$ cat src/rtl/core/dssu_pkg.sv
`default_nettype none
package dssu_pkg;

  localparam int NUM_SYN_DEF  = 1024;
  localparam int EXP_ITER_DEF = 16;

  localparam logic [30:0] ONE_Q30 = 31'h4000_0000;
  localparam logic [29:0] LN2_Q30 = 30'd744261118;
  localparam logic [40:0] MAG_CAP = 41'h100_0000_0000;

  typedef enum logic [1:0] {
    FN_CREATE = 2'd0,
    FN_SPIKE  = 2'd1,
    FN_RESET  = 2'd2,
    FN_NOP    = 2'd3
  } func_t;

  localparam logic CFG_DELTA_T     = 1'b0;
  localparam logic CFG_DEFAULT_USE = 1'b1;

  // U, D, F per synapse type: II, IE, EI, EE
  localparam logic [30:0] TYPE_USE [4] = '{31'd343597384, 31'd268435456,
                                           31'd53687091,  31'd536870912};
  localparam logic [31:0] TYPE_DEP [4] = '{32'd38654706,  32'd187904819,
                                           32'd33554432,  32'd295279002};
  localparam logic [31:0] TYPE_FAC [4] = '{32'd16106127,  32'd5368709,
                                           32'd322122547, 32'd13421773};

  // floor((2^32-1)/i), one correction step recovers the exact quotient
  localparam logic [31:0] RECIP [0:32] = '{
    32'd0,
    32'hFFFF_FFFF / 32'd1,  32'hFFFF_FFFF / 32'd2,  32'hFFFF_FFFF / 32'd3,
    32'hFFFF_FFFF / 32'd4,  32'hFFFF_FFFF / 32'd5,  32'hFFFF_FFFF / 32'd6,
    32'hFFFF_FFFF / 32'd7,  32'hFFFF_FFFF / 32'd8,  32'hFFFF_FFFF / 32'd9,
    32'hFFFF_FFFF / 32'd10, 32'hFFFF_FFFF / 32'd11, 32'hFFFF_FFFF / 32'd12,
    32'hFFFF_FFFF / 32'd13, 32'hFFFF_FFFF / 32'd14, 32'hFFFF_FFFF / 32'd15,
    32'hFFFF_FFFF / 32'd16, 32'hFFFF_FFFF / 32'd17, 32'hFFFF_FFFF / 32'd18,
    32'hFFFF_FFFF / 32'd19, 32'hFFFF_FFFF / 32'd20, 32'hFFFF_FFFF / 32'd21,
    32'hFFFF_FFFF / 32'd22, 32'hFFFF_FFFF / 32'd23, 32'hFFFF_FFFF / 32'd24,
    32'hFFFF_FFFF / 32'd25, 32'hFFFF_FFFF / 32'd26, 32'hFFFF_FFFF / 32'd27,
    32'hFFFF_FFFF / 32'd28, 32'hFFFF_FFFF / 32'd29, 32'hFFFF_FFFF / 32'd30,
    32'hFFFF_FFFF / 32'd31, 32'hFFFF_FFFF / 32'd32
  };

  typedef struct packed {
    logic        mul_en;
    logic [31:0] mul_a;
    logic [31:0] mul_b;
    logic        div_load;
    logic [33:0] div_rem;
    logic [40:0] div_num;
    logic [33:0] div_den;
    logic [5:0]  div_steps;
  } alu_cmd_t;

  typedef struct packed {
    logic [63:0] prod;
    logic        div_busy;
    logic [40:0] quo;
    logic [33:0] rem;
  } alu_res_t;

endpackage
`default_nettype wire

$ cat src/rtl/core/dssu_alu.sv
`default_nettype none
module dssu_alu (
  input  logic               clk,
  input  logic               rst_n,
  input  dssu_pkg::alu_cmd_t cmd,
  output dssu_pkg::alu_res_t res
);
  import dssu_pkg::*;

  logic [63:0] prod_r;
  logic [33:0] rem_r;
  logic [33:0] den_r;
  logic [40:0] num_r;
  logic [40:0] quo_r;
  logic [5:0]  cnt_r;
  logic        busy_r;
  logic [34:0] trial;

  assign trial = {rem_r, num_r[40]} - {1'b0, den_r};

  always_ff @(posedge clk) begin
    if (!rst_n) begin
      busy_r <= 1'b0;
      cnt_r  <= '0;
    end else if (cmd.div_load) begin
      busy_r <= 1'b1;
      cnt_r  <= cmd.div_steps;
    end else if (busy_r) begin
      cnt_r <= cnt_r - 6'd1;
      if (cnt_r == 6'd1) begin
        busy_r <= 1'b0;
      end
    end
  end

  always_ff @(posedge clk) begin
    if (cmd.mul_en) begin
      prod_r <= cmd.mul_a * cmd.mul_b;
    end
    if (cmd.div_load) begin
      rem_r <= cmd.div_rem;
      num_r <= cmd.div_num;
      den_r <= cmd.div_den;
      quo_r <= '0;
    end else if (busy_r) begin
      if (!trial[34]) begin
        rem_r <= trial[33:0];
      end else begin
        rem_r <= {rem_r[32:0], num_r[40]};
      end
      quo_r <= {quo_r[39:0], ~trial[34]};
      num_r <= {num_r[39:0], 1'b0};
    end
  end

  assign res.prod     = prod_r;
  assign res.div_busy = busy_r;
  assign res.quo      = quo_r;
  assign res.rem      = rem_r;

endmodule
`default_nettype wire

$ cat config.mk
export PLATFORM = sky130hd
export DESIGN_NAME = dssu_alu
export DESIGN_NICKNAME = d
export VERILOG_FILES = /design/src/rtl/core/dssu_pkg.sv /design/src/rtl/core/dssu_alu.sv
export SDC_FILE = /design/constraint.sdc
export NUM_CORES = 2
export LEC_CHECK = 0
export BUFFER_PORTS_ARGS = -buffer_cell sky130_fd_sc_hd__buf_2
export CAP_MARGIN = 20
export CORE_ASPECT_RATIO = 0.9
export CORE_MARGIN = 2
export CORE_UTILIZATION = 40
export DETAILED_ROUTE_END_ITERATION = 6
export GPL_TIMING_DRIVEN = 0
export PLACE_DENSITY = 0.59
export SLEW_MARGIN = 20
export SYNTH_ARGS = -nofsm -noshare
export SYNTH_HDL_FRONTEND = slang
export SYNTH_SLANG_ARGS = --single-unit
$ cat constraint.sdc
create_clock -name clk -period 11.1 [get_ports clk]
set_clock_uncertainty 0.15 [all_clocks]
set_input_delay 1.11 -clock clk [delete_from_list [all_inputs] [get_ports clk]]
set_output_delay 1.11 -clock clk [all_outputs]
set_load 0.005 [all_outputs]
* After elaboration in Yosys (flattened, before gate mapping)
Index checks and enable logic that the tools add are counted.
** Operators by class
- Bitwise logic cells :: 1
- Reduce and logical (&&, ||, !) cells :: 1
- Mux-type cells :: 10
- Equality and inequality tests :: 1
- $add $sub $neg :: 2
- Multiply operators :: 1
** Operators with widths (number)
- $mux W34 :: 3
- $mux W41 :: 2
- $mul A32 B32 Y64 :: 1
- $sub A35 B34 Y35 :: 1
- $mux W6 :: 2
- $eq A6 B1 Y1 const B :: 1
- $sub A6 B1 Y6 const B :: 1
- $mux W1 :: 3
- $reduce_bool A2 Y1 :: 1
- $not A1 Y1 :: 1
** Word-level totals
- Register bits after elaboration :: 221
- Output and inout bits :: 140

* Longest topological paths before layout
- Depth in word-level cells :: 4
- Mapped depth :: 30

* Worst setup path after synthesis
Ideal clock, no wire load.
- Kind :: input -> register
- From :: input cmd[168] (netlist bit)
- To :: register prod_r[57] (data pin)
- Arrival time :: 7.944 ns
- Path buffers :: 2
- Setup time :: 0.255 ns
- Stages :: 25
- Required time :: 10.695 ns
- Setup slack :: 2.750 ns
- Cells stage by stage :: clkbuf_1 > nand2_1 > fa_1 > fa_1 > fa_1 > fa_1 > inv_1 > fa_1 > inv_1 > fa_1 > fa_1 > fa_1 > inv_1 > ha_1 > buf_2 > a21o_1 > a21o_1 > a21oi_1 > o21ai_0 > a221o_1 > nor3_2 > o31a_1 > o31ai_4 > or3b_1 > and3_1
** On the way
- Cells in the longest elaborated chain, start to end :: 1
** Ends and longest elaborated chain
- start, declared :: line dssu_alu.sv:5 : input dssu_pkg::alu_cmd_t cmd,
- $mul A32 B32 Y64 :: line dssu_alu.sv:38 : prod_r <= cmd.mul_a * cmd.mul_b;
- end signal, assigned :: line dssu_alu.sv:38
- end, declared :: line dssu_alu.sv:10 : logic [63:0] prod_r;
Every way passes these cells.
A chain may end at the register's enable or synchronous reset.

* Worst setup path after layout
- From :: input cmd[165] (netlist bit)
- To :: register prod_r[56] (data pin)
Same word-level chain as after synthesis.

==> results by group <==
Detailed routing
  – Post-DRT Antenna Nets: 0
  – Via Count: 33200
  – Length of the first detailed-routing pass in iterations: 5
  – DRC violation count after routing: 0
  – Initial DRC count: 2769
  – Overall routed net length: 152800 um
  – Number of vias per cell: 5.237
  – Post-detailed-route wirelength per cell: 24.10 um

GRT
  – Met1 capacity usage during global routing: 0.3761
  – First-pass GRT wire length: 225900 um
  – Initial antenna violation count: 26
  – GRT Residual Overflow: 0
  – Largest net degree at the start of global routing: 65
  – Vias in the first global route: 34620
  – Most Used Layer, Global Route: met2
  – Met3 track demand over resource in global routing: 0.04728
  – Global-route met2 utilization: 0.4456
  – Aggregate global-route resource usage: 0.2806

Synthesis
  – Simple logic cell fraction of the synthesized area: 0.1595
  – Top FF cell, synth: edfxtp_1
  – Largest family of logic cells by synthesized area: adder cells
  – Register bit total from synthesis: 221
  – Post-synthesis mux area share: 0.02518
  – Proportion of synthesized chip area in sequential cells: 0.1421
  – Netlist area before placement: 43340 um^2
  – Count of different cell masters after synthesis: 74
  – Share of the synthesized area in compound gates (AO/OA/AOI/OAI): 0.05001
  – Net count after synthesis: 5892
  – Synth Area per Inst: 9.602 um^2
  – Synth Area in Adders: 0.5007
  – Mapped Cells: 4513
  – Number of synthesized flops with an enable pin: 173
  – Fraction of registers with async set/reset: 0
  – Count of yosys warnings during synthesis: 0
  – Area share of xor/xnor cells in the synthesized design: 0.01917

CTS
  – CTS H-tree depth: 1
  – Hold-fix buffers at CTS: 0
  – CTS Root Cell: clkbuf_16
  – Gates resized, CTS repair: 0
  – Clock-pin slew reported for the worst setup and hold paths after clock tree synthesis: 70 ps
  – TritonCTS Buffers: 22
  – Clock tree from TritonCTS: done
  – Clock sinks: 221
  – Buffers from clock root to sink, at most: 3
  – Buffer count from post-CTS setup fixing: 0
  – Clk_lat worst skew: 560 ps

Floorplan
  – Initial cell density of the core: 0.4035
  – Core ar.: 107400 um^2
  – I/O pin total: 323
  – Number of rows in the core area: 114
  – Area of the die: 111000 um^2
  – Width of the chip: 351.0 um
  – Chip Height: 316.3 um

Timing
  – Worst max-slew margin expressed relative to the limit: 0.1343
  – Setup violation total in the final timing report: 0
  – Max-slew violations: 0
  – Slew of the pin with the lowest slew margin: 1299 ps
  – Unrepaired setup endpoints after global routing: false
  – Final min period: 10030 ps
  – Share of the cycle needed by the critical path after routing: 0.9032
  – F_max: 0.09974 GHz
  – Final count of hold timing violations: 0
  – Final TNS setup: 0 ps

Setup path
  – Worst Setup End Kind: flop
  – Worst endpoint required time: 11220 ps
  – CP Launch Point: cmd[165]
  – CP Max Fanout: 10
  – Crit path launch type: primary input
  – Crit path arrival time: 10140 ps
  – CP Class: in -> reg
  – Reg-to-reg startpoint: den_r[0]

Run status
  – Run status: complete, no violations

Placement
  – Routability cong.: 1.007
  – DP Wirelength: 128000 um
  – Count of port buffers added during placement: 322

Layout
  – Fillcell total: 10610
  – Share of final-layout standard cells stronger than drive strength 1: 0.08778
  – Area growth from synthesis to layout: 9.597%
  – Number of nets at the end of the flow: 6239

Min path
  – Critical hold path startpoint: quo_r[29]
  – Class of the tightest hold or removal check: reg -> reg

Run
  – Number of max-capacitance violations reported: 0
==> routing by layer <==
layer  vias to the layer above  wire length, um  share of wire
met5                         -               88        0.00058
met4                        12             8583          0.056
met3                       379            11750          0.077
met2                      1443            69950           0.46
met1                     17060            62430           0.41
li1                      14300                -              -
==> state kept, by name (all words and copies together) (netlist names) <==
register / flops
quo_r: 41
den_r: 34
busy_r: 1
cnt_r: 6
rem_r: 34
prod_r: 64
num_r: 41
==> worst max-delay path: stages <==
cell      delay, ps
buf_2           240
clkbuf_1        870
nand2_1         180
fa_1            580
inv_1            70
fa_1            550
inv_1            60
fa_1            530
inv_1            50
fa_1            510
fa_1            580
fa_1            430
fa_1            580
fa_1            460
ha_1            400
a21oi_1         380
o21bai_1        100
a21oi_1         250
o21ai_0         190
a221oi_1        750
a31oi_1         350
o21ai_1         440
nor4_1           80
or3_1           360
==> metrics by stage <==
| stage | hold WS [ps] | utilization | cell area, um^2 | setup slack [ps] | cells |
|---|---|---|---|---|---|
| 2_1_floorplan | 331.0 | - | 43340 | 2750 | 4513 |
| 3_3_place_gp | 335.9 | 0.4354 | 46760 | 800.2 | 6285 |
| 3_5_place_dp | 346.3 | 0.4356 | 46790 | 803.9 | 6286 |
| 4_1_cts | 364.5 | 0.4419 | 47460 | 1343 | 6326 |
| 5_1_grt | 397.0 | 0.4420 | 47480 | 887.2 | 6332 |
| 6_report | 357.5 | 0.4422 | 47490 | 1074 | 6339 |
==> final timing paths <==
check | endpoint | cells after the start | slack [ps]
setup / recovery | prod_r[56] | 24 | 1070
hold / removal | quo_r[30] | 2 | 360
setup reg to reg | rem_r[33] | 13 | 6740
hold reg to reg | quo_r[30] | 2 | 360
==> area by class of cell <==
cell class / count / area, um^2 / share of cell area
multi-input combinational: 3102 / 32700 / 0.6886
clock inverter: 14 / 100.1 / 0.002108
timing repair buffer: 323 / 1634 / 0.03441
buffer: 243 / 924.6 / 0.01947
antenna: 13 / 32.53 / 0.0006849
tap: 1450 / 1814 / 0.03820
inverter: 947 / 3555 / 0.07484
sequential: 221 / 6156 / 0.1296
clock buffer: 26 / 575.6 / 0.01212
==> cells in the mapped netlist (all sizes together), types with 12 or more instances <==
library cell / number / area [um^2]
a21o: 49 / 367.9
a21oi: 103 / 523.0
a31oi: 16 / 100.1
and2: 577 / 3610
and3: 14 / 87.58
buf: 12 / 57.55
clkbuf: 231 / 867.1
dfxtp: 48 / 960.9
edfxtp: 173 / 5195
fa: 897 / 17960
ha: 299 / 3741
inv: 947 / 3555
mux2: 40 / 450.4
mux2i: 64 / 640.6
nand2: 570 / 2140
nand3: 24 / 120.1
nand4: 15 / 93.84
nor2: 105 / 394.1
nor2b: 17 / 106.4
nor3: 20 / 115.1
o21ai: 81 / 412.9
o21bai: 16 / 120.1
xnor2: 55 / 489.2
xor2: 39 / 341.6
==> placed cells by master (no fill, tap or decap), drive strengths merged, types with 7 or more instances in the layout <==
| master | instances |
|---|---|
| xnor2 | 55 |
| fa | 897 |
| and2 | 577 |
| edfxtp | 173 |
| o21ai | 81 |
| xor2 | 39 |
| buf | 335 |
| a21oi | 103 |
| clkbuf | 257 |
| nand4 | 15 |
| nor3 | 20 |
| a21o | 49 |
| a31oi | 16 |
| mux2 | 40 |
| clkinv | 11 |
| nor2b | 17 |
| ha | 299 |
| nand3 | 24 |
| nor2 | 105 |
| dfxtp | 48 |
| and3 | 14 |
| inv | 950 |
| or3 | 7 |
| nand2 | 570 |
| mux2i | 64 |
| diode | 13 |
| o21a | 11 |
| o21bai | 16 |
| nand2b | 7 |
==> cells by family (layout without fill, tap and decap cells) <==
group,count (synthesis),in the layout
compound gates,334,334
xor+xnor,94,94
fa+ha+maj,1196,1196
buf+inv,1190,1553
flops,221,221
mux,104,104
other cells,0,13
simple gates,1374,1374
Power is left out: the tool's default activity adds up to more than one toggle a clock period on the data nets, which glitch-free logic cannot reach.
